===== src/sv/dwim_pkg.sv =====
// shared constants, types and request codes for the digit window id matcher
// no dependencies; every other file imports this package
package dwim_pkg;

    // configuration of the window and the id table
    localparam int WINDOW_DIGITS = 9;
    localparam int TABLE_DEPTH   = 1024;

    // field widths
    localparam int REQ_W  = 2;
    localparam int DIG_W  = 4;
    localparam int VAL_W  = 30;
    localparam int POS_W  = 40;
    localparam int HITS_W = 32;

    // derived widths
    localparam int WIN_W  = DIG_W * WINDOW_DIGITS;
    localparam int CNT_W  = $clog2(TABLE_DEPTH + 1);
    localparam int ADDR_W = (TABLE_DEPTH > 1) ? $clog2(TABLE_DEPTH) : 1;
    localparam int SEEN_W = $clog2(WINDOW_DIGITS + 1);

    typedef logic [REQ_W-1:0]  t_req;
    typedef logic [DIG_W-1:0]  t_digit;
    typedef logic [VAL_W-1:0]  t_value;
    typedef logic [POS_W-1:0]  t_pos;
    typedef logic [HITS_W-1:0] t_hits;
    typedef logic [WIN_W-1:0]  t_win;
    typedef logic [CNT_W-1:0]  t_cnt;
    typedef logic [ADDR_W-1:0] t_addr;
    typedef logic [SEEN_W-1:0] t_seen;

    // request codes
    localparam t_req REQ_LOAD  = 2'd0;
    localparam t_req REQ_CLEAR = 2'd1;
    localparam t_req REQ_DIGIT = 2'd2;

    // largest legal decimal digit
    localparam t_digit DIGIT_MAX = 4'd9;

    // result of the digit to binary converter
    typedef struct packed {
        logic   done;
        t_value value;
    } t_conv_res;

endpackage


===== src/sv/dwim_conv.sv =====
// iterative bcd window to binary converter, one digit per cycle
// depends on dwim_pkg
module dwim_conv (
    input  logic                i_clk,
    input  logic                i_rst_n,
    input  logic                i_start,
    input  dwim_pkg::t_win      i_window,
    output dwim_pkg::t_conv_res o_res
);
    import dwim_pkg::*;

    t_win   r_sh;
    t_value r_acc;
    t_seen  r_left;
    logic   r_busy;
    logic   r_done;

    t_digit nib;
    t_value n_acc;

    // oldest digit sits in the top nibble; acc = acc * 10 + digit
    assign nib   = r_sh[WIN_W-1 -: DIG_W];
    assign n_acc = (r_acc << 3) + (r_acc << 1) + VAL_W'(nib);

    // control
    always_ff @(posedge i_clk) begin
        if (!i_rst_n) begin
            r_busy <= 1'b0;
            r_done <= 1'b0;
            r_left <= '0;
        end else begin
            r_done <= 1'b0;
            if (i_start) begin
                r_busy <= 1'b1;
                r_left <= SEEN_W'(WINDOW_DIGITS);
            end else if (r_busy) begin
                r_left <= r_left - 1'b1;
                if (r_left == SEEN_W'(1)) begin
                    r_busy <= 1'b0;
                    r_done <= 1'b1;
                end
            end
        end
    end

    // datapath
    always_ff @(posedge i_clk) begin
        if (i_start) begin
            r_sh  <= i_window;
            r_acc <= '0;
        end else if (r_busy) begin
            r_sh  <= r_sh << DIG_W;
            r_acc <= n_acc;
        end
    end

    assign o_res.done  = r_done;
    assign o_res.value = r_acc;

endmodule


===== config.mk =====
export PLATFORM = sky130hd
export DESIGN_NAME = dwim_conv
export DESIGN_NICKNAME = d
export VERILOG_FILES = /design/src/sv/dwim_pkg.sv /design/src/sv/dwim_conv.sv
export SDC_FILE = /design/constraint.sdc
export NUM_CORES = 1
export LEC_CHECK = 0
export ABC_AREA = 1
export BUFFER_PORTS_ARGS = -buffer_cell sky130_fd_sc_hd__buf_2
export CELL_PAD_IN_SITES_DETAIL_PLACEMENT = 1
export CELL_PAD_IN_SITES_GLOBAL_PLACEMENT = 1
export CORE_ASPECT_RATIO = 0.6
export CORE_MARGIN = 4
export CORE_UTILIZATION = 39
export CTS_BUF_LIST = sky130_fd_sc_hd__clkbuf_4 sky130_fd_sc_hd__clkbuf_8
export DETAILED_ROUTE_END_ITERATION = 16
export PLACE_DENSITY_LB_ADDON = 0.3
export SLEW_MARGIN = 5
export SYNTH_ARGS = -nofsm -noshare
export SYNTH_HDL_FRONTEND = slang
export SYNTH_SLANG_ARGS = --single-unit

===== constraint.sdc =====
create_clock -name i_clk -period 2.16 [get_ports i_clk]
set_clock_uncertainty 0.05 [all_clocks]
set_input_delay 0.432 -clock i_clk [delete_from_list [all_inputs] [get_ports i_clk]]
set_output_delay 0.432 -clock i_clk [all_outputs]
set_load 0.02 [all_outputs]

==> summary.md, run 1 <==
| Metric | Value |
|---|---|
| All-Layer GR Usage | `25.0%` |
| Total grt overflow | `0` |
| Flops & latches, synth | `72` |
| Mapped Nets | `876` |
| Die X | `158 µm` |
| DRC | `0` |
| I/O pin count | `70` |
| Worst setup margin | `-316 ps` |
| Die area | `0.0155 mm²` |
| R2r worst-path depth | `12` |
| Async SR Flop Fraction | `0%` |
| Number of nets in the layout | `1003` |
| Yosys warning count | `0` |
| Die H | `98.1 µm` |
| Reg-to-reg critical path endpoint | `r_acc[10]$_SDFFE_PP0P_` |
| Hold wc startpoint | `i_window[2]` |
| Top_reg_cell synth | `edfxtp_1` |
| Largest area contributor in the netlist | `nand2_1` |
| Post-route ant nets | `0` |
| Slew @ Worst Pin | `670 ps` |
| Clock Path Buffers | `2` |
| Synth top cells by count | `nand2_1, inv_1, nor2_1, ha_1` |
| Part of the cycle the worst path needs | `115%` |
| Worst skew pair latency | `380 ps` |
| Worst rel slew slack | `55.2%` |
| RR Startpoint | `r_sh[35]$_DFFE_PP_` |
| CTS clock-pin slew for the worst setup and hold paths | `100 ps` |
| Max-cap violations | `0` |
| Largest stage delay, worst path | `550 ps` |
| TritonCTS Buffers | `9` |
| Post-Syn Instances | `779` |
| Hold endpoint | `r_sh[2]$_SDFFCE_PN0P_` |
| Worst setup SP type | `flop` |
| Crit. End Element | `flop` |
| GP Congestion | `0.914` |
| CP cell instances | `inv_2 > fa_1 > inv_2 > fa_2 > nand2_2 > nand3_2 > nand3_2 > nand2_4 > buf_12 > xor2_4 > o21ai_1 > inv_1` |
| First-pass GRT wire length | `30600 µm` |
| Largest net degree at the start of global routing | `51` |
| Final setup fails | `25` |
| Pleak | `0.00398 µW` |
| Critical Path Fanout Max | `4` |
| Fmax | `404 MHz` |
| Worst hold path cell count | `3` |
| Top cells by area, synth | `nand2_1, edfxtp_1, dfxtp_1, ha_1, inv_1` |
| Port bufs | `69` |
| Number of flops mapped to enable cells by yosys | `36` |
| Failing checks | `setup timing` |
| Yosys top cell area share | `21.4%` |
| Crit path kind | `flop to flop` |
| Slew Limit Fails | `0` |
| TritonCTS clock tree | `yes` |
| Clock sinks | `72` |
| Min cycle time layout | `2480 ps` |
| Number of antenna diodes | `0` |
| RSZ-0062 raised after global routing | `yes` |
| Initial core utilization | `40.4%` |
| DRT Wirelength | `20600 µm` |
| Reg2reg setup slack | `-320 ps` |
| DR iter-0 viols | `430` |
| Worst slack, placed | `-244 ps` |
| Most frequent cell after synthesis | `nand2_1` |
| Layout Utilization | `54.4%` |
| Clock root cell | `clkbuf_8` |
| Final hold violation count | `0` |
| Worst path required time | `2390 ps` |
| Sequential area share after synthesis | `34.1%` |
| Vias per std cell | `5.21` |
| Post-synth cell types | `35` |
| Synth-to-layout area growth | `34.5%` |
| Peak supply drop | `0.291 mV` |
| Status | `complete, but fails checks` |
| DP HPWL | `14600 µm` |
| Mean Syn Cell Area | `6.77 µm²` |
| Wire per inst | `19.1 µm` |
| Detailed Routing Iterations Pass 1 | `5` |
| Power Dens Cells | `598 mW/mm²` |
| Number of global-route vias before repair | `5864` |
| WP data arrival | `2710 ps` |
| CP max-delay cell | `fa_1` |
| Vias | `5627` |
| Share of layout cells above drive strength 1 | `31.3%` |
| Min-Delay Path Class | `primary input to flop` |
| H-tree depth | `3` |
| CORE AREA | `0.0131 mm²` |
| Post-Syn Area | `0.00528 mm²` |
| Rows | `32` |
| Initial antenna violation count | `0` |
[cell type report]
cell class                 instances  area, µm²
inverter                         126        473
clock buffer                       9        124
timing repair buffer             132        863
fill                            1677       5960
tap                              170        213
clock inverter                     7       62.6
multi-input combinational        565       3530
sequential                        72       1830
[cells by family (layout without fill, tap and decap cells)]
group,count (synthesis),after routing,synth area share (%)
simple gates,438,438,33.6
buf+inv,142,274,10.2
flops,72,72,34.1
compound gates,60,60,6.55
fa+ha+maj,58,58,14.0
xor+xnor,9,9,1.49
[per-layer routing]
layer / wire [µm] / part of all wire (%) / vias to the layer above / track usage, %
met5: 0 / 0 / - / 0
met4: 357 / 1.7 / 0 / 6.36
met3: 982 / 4.8 / 37 / 4.38
met2: 9220 / 45 / 179 / 38.6
met1: 10000 / 49 / 2725 / 36.3
li1: - / - / 2686 / -
[stage by stage]
| stage | instance area [µm²] | total power, µW | hold slack, ps | cells | TNS, ps |
|---|---|---|---|---|---|
| floorplan | 5290 | 2360 | 370 | 779 | -96.6 |
| global placement | 6230 | 2820 | 412 | 1058 | -2020 |
| detailed placement | 6230 | 2890 | 421 | 1058 | -3700 |
| CTS | 6700 | 4080 | 255 | 1076 | -2130 |
| global route | 7090 | 4460 | 268 | 1081 | -6870 |
| finish | 7090 | 4250 | 270 | 1081 | -4880 |
[how the worst max path moves through the flow]
| stage | startpoint | endpoint | slack [ps] | cells after the start |
|---|---|---|---|---|
| floorplan | r_acc[2]$_SDFFE_PP0P_ | r_acc[6]$_SDFFE_PP0P_ | -90 | 9 |
| global placement | r_acc[14]$_SDFFE_PP0P_ | r_acc[26]$_SDFFE_PP0P_ | -180 | 11 |
| detailed placement | r_sh[35]$_DFFE_PP_ | r_acc[21]$_SDFFE_PP0P_ | -240 | 14 |
| CTS | r_sh[35]$_DFFE_PP_ | r_acc[18]$_SDFFE_PP0P_ | -190 | 13 |
| global route | r_sh[35]$_DFFE_PP_ | r_acc[26]$_SDFFE_PP0P_ | -380 | 14 |
| finish | r_sh[35]$_DFFE_PP_ | r_acc[10]$_SDFFE_PP0P_ | -320 | 12 |
[worst max-delay path, delay by kind of cell, from the launching register on]
family          cells  cell delay (ps)
compound gates      1              120
xor+xnor            1              150
fa+ha+maj           2              950
flops               1              350
simple gates        4              420
buf+inv             4              320
[cell usage in the layout, fill, tap and decap left out, drive strengths merged]
cell type and count:
o21ai 22, nand4 6, nand3 35, a31oi 3, inv 130, dfxtp 36
a21o 2, o211ai 2, xnor2 2, a22o 2, fa 2, edfxtp 36
and2 3, nor3 3, clkinvlp 3, or2 1, a32o 2, xor2 7
o21bai 2, clkbuf 9, nand2 306, a21oi 23, a211oi 1, ha 56
nand3b 1, buf 132, nor2 83, a21boi 1
[power by group]
part | total, µW | internal [µW] | switching, µW
Combinational | 1450 | 598 | 852
Clock | 1110 | 441 | 672
Sequential | 1680 | 1590 | 93.1
Total | 4250 | 2630 | 1620
[flip-flops by register name, indices dropped and copies added (netlist names)]
name	count
r_acc	30
r_done	1
r_left	4
r_sh	36
r_busy	1
[timing repair]
action                                 in CTS  in global routing
buffers inserted                            2                  6
hold buffers                                0                  0
pin swaps                                   9                 22
gates resized for setup                    60                 89
setup endpoints to repair                  24                 25
endpoints found under the hold margin       0                  0
Note: power is estimated with default switching activity, not from simulation.
==> inputs of run 2 (changes only) <==
--- a/config.mk
+++ b/config.mk
@@ -7,7 +7,7 @@
 export LEC_CHECK = 0
 export ABC_AREA = 1
 export BUFFER_PORTS_ARGS = -buffer_cell sky130_fd_sc_hd__buf_2
-export CELL_PAD_IN_SITES_DETAIL_PLACEMENT = 1
+export CELL_PAD_IN_SITES_DETAIL_PLACEMENT = 0
 export CELL_PAD_IN_SITES_GLOBAL_PLACEMENT = 1
 export CORE_ASPECT_RATIO = 0.6
 export CORE_MARGIN = 4
==> summary.md, run 2 (synthesis gave the netlist of run 1 again) <==
| Metric | Value |
|---|---|
| Worst rel slew slack | `61.2% (was 55.2%)` |
| All-Layer GR Usage | `21.2% (was 25.0%)` |
| Number of nets in the layout | `1003 (unchanged)` |
| DRT Wirelength | `16300 µm (was 20600 µm)` |
| Number of global-route vias before repair | `5008 (was 5864)` |
| Pint | `2830 µW (was 2630 µW)` |
| Slew @ Worst Pin | `580 ps (was 670 ps)` |
| Final instance area | `0.00702 mm² (was 0.00709 mm²)` |
| Fmax | `427 MHz (was 404 MHz)` |
| Worst setup margin | `-183 ps (was -316 ps)` |
| Reg power frac | `39.2% (was 39.6%)` |
| DP HPWL | `12300 µm (was 14600 µm)` |
| Clock sinks | `72 (unchanged)` |
| Die X | `158 µm (unchanged)` |
| Vias per std cell | `4.84 (was 5.21)` |
| Reg area | `0.00183 mm² (about the same)` |
| TritonCTS Buffers | `9 (unchanged)` |
| Setup tns final | `-2790 ps (was -4880 ps)` |
| DP Area | `0.00623 mm² (unchanged)` |
| Min-Delay Path Class | `primary input to flop (unchanged)` |
| Worst slack, placed | `-179 ps (was -244 ps)` |
| Failing checks | `setup timing (unchanged)` |
| Hold buffer count at CTS | `0 (unchanged)` |
| Largest stage delay, worst path | `550 ps (about the same)` |
| Final setup fails | `24 (was 25)` |
| DRC | `0 (unchanged)` |
| Die area | `0.0155 mm² (unchanged)` |
| Clock power share | `30.0% (was 26.2%)` |
| Synth-to-layout area growth | `33.1% (was 34.5%)` |
| RSZ-0062 raised after global routing | `yes (unchanged)` |
| Clock root cell | `clkbuf_8 (unchanged)` |
| TritonCTS clock tree | `yes (unchanged)` |
| Comb pwr share | `30.8% (was 34.1%)` |
| Peak supply drop | `0.276 mV (was 0.291 mV)` |
| Die H | `98.1 µm (unchanged)` |
| Psw | `1460 µW (was 1620 µW)` |
| Cell count after placement | `1058 (unchanged)` |
| H-tree depth | `3 (unchanged)` |
| Vias | `5227 (was 5627)` |
| Filler cell count | `1252 (was 1677)` |
| WP data arrival | `2610 ps (was 2710 ps)` |
| Min cycle time layout | `2340 ps (was 2480 ps)` |
| Final hold violation count | `0 (unchanged)` |
| Power Dens Cells | `610 mW/mm² (was 598 mW/mm²)` |
| CORE AREA | `0.0131 mm² (unchanged)` |
| Largest net degree at the start of global routing | `51 (unchanged)` |
| Total grt overflow | `0 (unchanged)` |
| Most frequent cells in the layout | `nand2_1, inv_1, nor2_1, buf_2, buf_4 (was nand2_1, inv_1, buf_2, nor2_1, buf_4)` |
| Max reg flops | `36 (unchanged)` |
| Worst path required time | `2430 ps (was 2390 ps)` |
| Critical Path Fanout Max | `5 (was 4)` |
| Crit. End Element | `flop (unchanged)` |
| CP cell instances | `inv_2 > fa_1 > inv_2 > buf_4 > ha_4 > nand3_4 > nand3_4 > nand2_2 > nand2_4 > xor2_1 > o21ai_0 > inv_1 (was inv_2 > fa_1 > inv_2 > fa_2 > nand2_2 > nand3_2 > nand3_2 > nand2_4 > buf_12 > xor2_4 > o21ai_1 > inv_1)` |
| Fin cells | `1081 (unchanged)` |
| Largest Register | `r_sh (unchanged)` |
| Sw frac | `34.0% (was 38.1%)` |
| First-pass GRT wire length | `25700 µm (was 30600 µm)` |
| Most common cell after layout, fill and taps aside | `nand2_1 (unchanged)` |
| Wire per inst | `15.1 µm (was 19.1 µm)` |
| Post-route ant nets | `0 (unchanged)` |
| Part of the cycle the worst path needs | `108% (was 115%)` |
| Initial antenna violation count | `0 (unchanged)` |
| Pleak | `0.00398 µW (about the same)` |
| CP max-delay cell | `fa_1 (unchanged)` |
| Regs by FF count | `r_sh x36, r_acc x30, r_left x4 (unchanged)` |
| Port bufs | `69 (unchanged)` |
| I/O pin count | `70 (unchanged)` |
| Share of layout cells above drive strength 1 | `27.7% (was 31.3%)` |
| Detailed Routing Iterations Pass 1 | `5 (unchanged)` |
| Clock Path Buffers | `2 (unchanged)` |
| GP Congestion | `0.914 (unchanged)` |
| Area of the multi-input gates | `0.00340 mm² (was 0.00353 mm²)` |
| Worst skew pair latency | `370 ps (was 380 ps)` |
| Slew Limit Fails | `0 (unchanged)` |
| Max-cap violations | `0 (unchanged)` |
| DR iter-0 viols | `408 (was 430)` |
| Rows | `32 (unchanged)` |
| Crit path kind | `flop to flop (unchanged)` |
| Status | `complete, but fails checks (unchanged)` |
| CTS clock-pin slew for the worst setup and hold paths | `90 ps (was 100 ps)` |
| Worst setup SP type | `flop (unchanged)` |
| Initial core utilization | `40.4% (unchanged)` |
| Number of antenna diodes | `0 (unchanged)` |
[run 2: through the flow]
stage	power (µW)	utilization [%]	hold slack [ps]
floorplan	2360	-	370
global placement	2820	47.7	412
detailed placement	2830	47.7	413
CTS	4210	51.8	252
global route	4540	53.8	270
finish	4280	53.8	274
[run 2: per-layer routing]
layer / vias to the layer above / track usage [%] / part of all wire [%]
met5: - / 0 / 0
met3: 15 / 5.05 / 7.1
met2: 159 / 29.7 / 40
met1: 2366 / 32.9 / 52
li1: 2687 / - / -
met4: 0 / 4.06 / 1.1
[run 2: final cells by class]
cell class	instances	share of cell area, %
Clock inverter	7	1.46
Clock buffer	9	1.76
Timing Repair Buffer	132	12.5
Inverter	126	6.74
Multi-Input combinational cell	565	48.5
Tap cell	170	3.03
Sequential cell	72	26.0
[run 2: what timing repair did]
action	4_1_cts	5_1_grt
pin swaps	8	23
gates resized for setup	48	56
endpoints found under the setup margin	24	25
setup buffers	5	3
endpoints found under the hold margin	0	0
[run 2: worst max-delay path, delay by kind of cell (launching register included)]
| family | cells | cell delay [ps] |
|---|---|---|
| adder cells (fa/ha/maj) | 2 | 820 |
| AND/OR/NAND/NOR | 4 | 370 |
| flip-flops | 1 | 360 |
| buffers and inverters | 4 | 300 |
| XOR/XNOR | 1 | 280 |
| AO/OA/AOI/OAI | 1 | 130 |
[run 2: final timing paths]
path	start	endpoint	slack [ps]	cells past startpoint
setup / recovery	r_sh[35]$_DFFE_PP_	r_acc[9]$_SDFFE_PP0P_	-180	12
hold reg to reg	r_sh[32]$_DFFE_PP_	r_acc[0]$_SDFFE_PP0P_	440	2
hold / removal	i_window[2]	r_sh[2]$_SDFFCE_PN0P_	270	3
setup reg to reg	r_sh[35]$_DFFE_PP_	r_acc[9]$_SDFFE_PP0P_	-180	12
[run 2: power groups by stage]
stage	Clock, µW	Combinational, µW	Sequential [µW]
CTS	1320	1220	1670
global placement	0	1120	1700
finish	1290	1320	1680
detailed placement	0	1130	1700
floorplan	0	615	1750
global route	1370	1470	1690
==> inputs of run 3 (changes only) <==
--- a/config.mk
+++ b/config.mk
@@ -12,7 +12,7 @@
 export CORE_ASPECT_RATIO = 0.6
 export CORE_MARGIN = 4
 export CORE_UTILIZATION = 39
-export CTS_BUF_LIST = sky130_fd_sc_hd__clkbuf_4 sky130_fd_sc_hd__clkbuf_8
+export CTS_BUF_LIST = sky130_fd_sc_hd__clkbuf_4
 export DETAILED_ROUTE_END_ITERATION = 16
 export PLACE_DENSITY_LB_ADDON = 0.3
 export SLEW_MARGIN = 5
==> summary.md, run 3 (synthesis gave the netlist of run 1 again) <==
| Metric | Value |
|---|---|
| DR top layer | `met4 (unchanged)` |
| Worst path required time | `2480 ps (was 2430 ps)` |
| Peak supply drop | `0.363 mV (was 0.276 mV)` |
| Metal2 WL | `6410 µm (was 6550 µm)` |
| R2r worst-path depth | `12 (unchanged)` |
| CORE AREA | `0.0131 mm² (unchanged)` |
| Final setup fails | `24 (unchanged)` |
| DRT Wirelength | `16100 µm (was 16300 µm)` |
| Clock Path Buffers | `2 (unchanged)` |
| Regs by FF count | `r_sh x36, r_acc x30, r_left x4 (unchanged)` |
| Min-Delay Path Class | `primary input to flop (unchanged)` |
| Die X | `158 µm (unchanged)` |
| RR Startpoint | `r_sh[35]$_DFFE_PP_ (unchanged)` |
| Post-route ant nets | `0 (unchanged)` |
| Wire per inst | `14.9 µm (was 15.1 µm)` |
| Overall Power | `4020 µW (was 4280 µW)` |
| Critical Path Fanout Max | `4 (was 5)` |
| Final hold violation count | `0 (unchanged)` |
| RSZ-0062 raised after global routing | `yes (unchanged)` |
| Hold endpoint | `r_sh[2]$_SDFFCE_PN0P_ (unchanged)` |
| DR iter-0 viols | `368 (was 408)` |
| Max-cap violations | `0 (unchanged)` |
| Share of layout cells above drive strength 1 | `26.9% (was 27.7%)` |
| Clock sinks | `72 (unchanged)` |
| Number of nets in the layout | `1004 (was 1003)` |
| Worst rel slew slack | `62.0% (was 61.2%)` |
| Worst hold path cell count | `3 (unchanged)` |
| Synth-to-layout area growth | `30.7% (was 33.1%)` |
| I/O pin count | `70 (unchanged)` |
| Pleak | `0.00395 µW (was 0.00398 µW)` |
| Min cycle time layout | `2340 ps (about the same)` |
| All-Layer GR Usage | `21.0% (was 21.2%)` |
| DRC | `0 (unchanged)` |
| Part of the cycle the worst path needs | `108% (about the same)` |
| Initial antenna violation count | `1 (was 0)` |
| Largest Register | `r_sh (unchanged)` |
| Most common cell after layout, fill and taps aside | `nand2_1 (unchanged)` |
| First-pass GRT wire length | `25600 µm (was 25700 µm)` |
| CTS clock-pin slew for the worst setup and hold paths | `150 ps (was 90 ps)` |
| Cell count after placement | `1058 (unchanged)` |
| Reg-to-reg critical path endpoint | `r_acc[10]$_SDFFE_PP0P_ (was r_acc[9]$_SDFFE_PP0P_)` |
| Initial core utilization | `40.4% (unchanged)` |
| Die H | `98.1 µm (unchanged)` |
| TritonCTS Buffers | `9 (unchanged)` |
| Rows | `32 (unchanged)` |
| Status | `complete, but fails checks (unchanged)` |
| Slew @ Worst Pin | `568 ps (was 580 ps)` |
| Hold wc startpoint | `i_window[2] (unchanged)` |
| WP data arrival | `2670 ps (was 2610 ps)` |
| TritonCTS clock tree | `yes (unchanged)` |
| Met1 WL | `8420 µm (about the same)` |
| Number of global-route vias before repair | `4973 (was 5008)` |
| Clock root cell | `clkbuf_4 (was clkbuf_8)` |
| Failing checks | `setup timing (unchanged)` |
| Largest net degree at the start of global routing | `51 (unchanged)` |
| Fmax | `427 MHz (about the same)` |
| Detailed Routing Iterations Pass 1 | `6 (was 5)` |
| Worst setup SP type | `flop (unchanged)` |
| Total grt overflow | `0 (unchanged)` |
| Slew Limit Fails | `0 (unchanged)` |
| Crit. End Element | `flop (unchanged)` |
| Worst setup margin | `-183 ps (about the same)` |
| H-tree depth | `3 (unchanged)` |
| Setup tns final | `-2200 ps (was -2790 ps)` |
| Power Dens Cells | `583 mW/mm² (was 610 mW/mm²)` |
| Reg2reg setup slack | `-180 ps (about the same)` |
| Vias | `5219 (was 5227)` |
| Vias per std cell | `4.82 (was 4.84)` |
| DP HPWL | `12300 µm (unchanged)` |
| Most frequent cells in the layout | `nand2_1, inv_1, nor2_1, buf_2, buf_4 (unchanged)` |
| GP Congestion | `0.914 (unchanged)` |
| Die area | `0.0155 mm² (unchanged)` |
| Fin cells | `1083 (was 1081)` |
| Crit path kind | `flop to flop (unchanged)` |
| Hold_ws | `188 ps (was 274 ps)` |
| Worst skew pair latency | `460 ps (was 370 ps)` |
| Max reg flops | `36 (unchanged)` |
| Port bufs | `69 (unchanged)` |
| Detail Route met3 WL | `1180 µm (was 1160 µm)` |
[run 3: changes by cell type in the layout (fill, tap and decap cells not counted), sizes merged]
cell,before,now
buf,132,133
diode,0,1
[run 3: cell type report]
class,count,area [µm²]
Clock inverter,7,103
Timing Repair Buffer,133,871
Fill cell,1266,6160
Antenna cell,1,2.50
Tap cell,170,213
Clock buffer,9,67.6
Multi-Input combinational cell,565,3340
Sequential cell,72,1830
Inverter,126,473
[run 3: through the flow]
step / setup WS, ps / area (µm²) / util, %
after global routing: -289 / 6900 / 52.8
after global placement: -183 / 6230 / 47.7
after CTS: -129 / 6680 / 51.2
final: -183 / 6900 / 52.8
after floorplan: -86.1 / 5290 / -
after detailed placement: -179 / 6230 / 47.7
[run 3: worst max path at each step]
stage	startpoint	endpoint	slack, ps
global route	r_sh[35]$_DFFE_PP_	r_acc[18]$_SDFFE_PP0P_	-290
global placement	r_acc[14]$_SDFFE_PP0P_	r_acc[26]$_SDFFE_PP0P_	-180
CTS	r_acc[0]$_SDFFE_PP0P_	r_acc[6]$_SDFFE_PP0P_	-130
floorplan	r_acc[2]$_SDFFE_PP0P_	r_acc[6]$_SDFFE_PP0P_	-90
detailed placement	r_acc[6]$_SDFFE_PP0P_	r_acc[27]$_SDFFE_PP0P_	-180
finish	r_sh[35]$_DFFE_PP_	r_acc[10]$_SDFFE_PP0P_	-180
[run 3: what timing repair did]
action	4_1_cts	5_1_grt
endpoints found under the setup margin	24	25
hold buffers	0	0
setup buffers	5	3
gates cloned	0	0
pin swaps	7	14
gates resized for setup	46	48
[run 3: layer usage]
layer	track usage [%]	up-vias
met5	0	-
met4	2.95	0
met3	5.27	11
met2	29.5	173
met1	32.9	2343
li1	-	2692
[run 3: where the power goes]
group          internal (µW)  switching, µW
clock                    486            586
combinational            547            722
sequential              1590           89.0
total                   2620           1400
[run 3: critical path, stage by stage (launching register included)]
cell      delay (ps)
edfxtp_1         370
inv_2             40
fa_1             550
inv_2             50
fa_2             360
nand2_2           90
nand3_2           80
nand3_2           90
nand2_4           80
buf_4            160
xor2_1           160
o21ai_1          130
inv_1             50
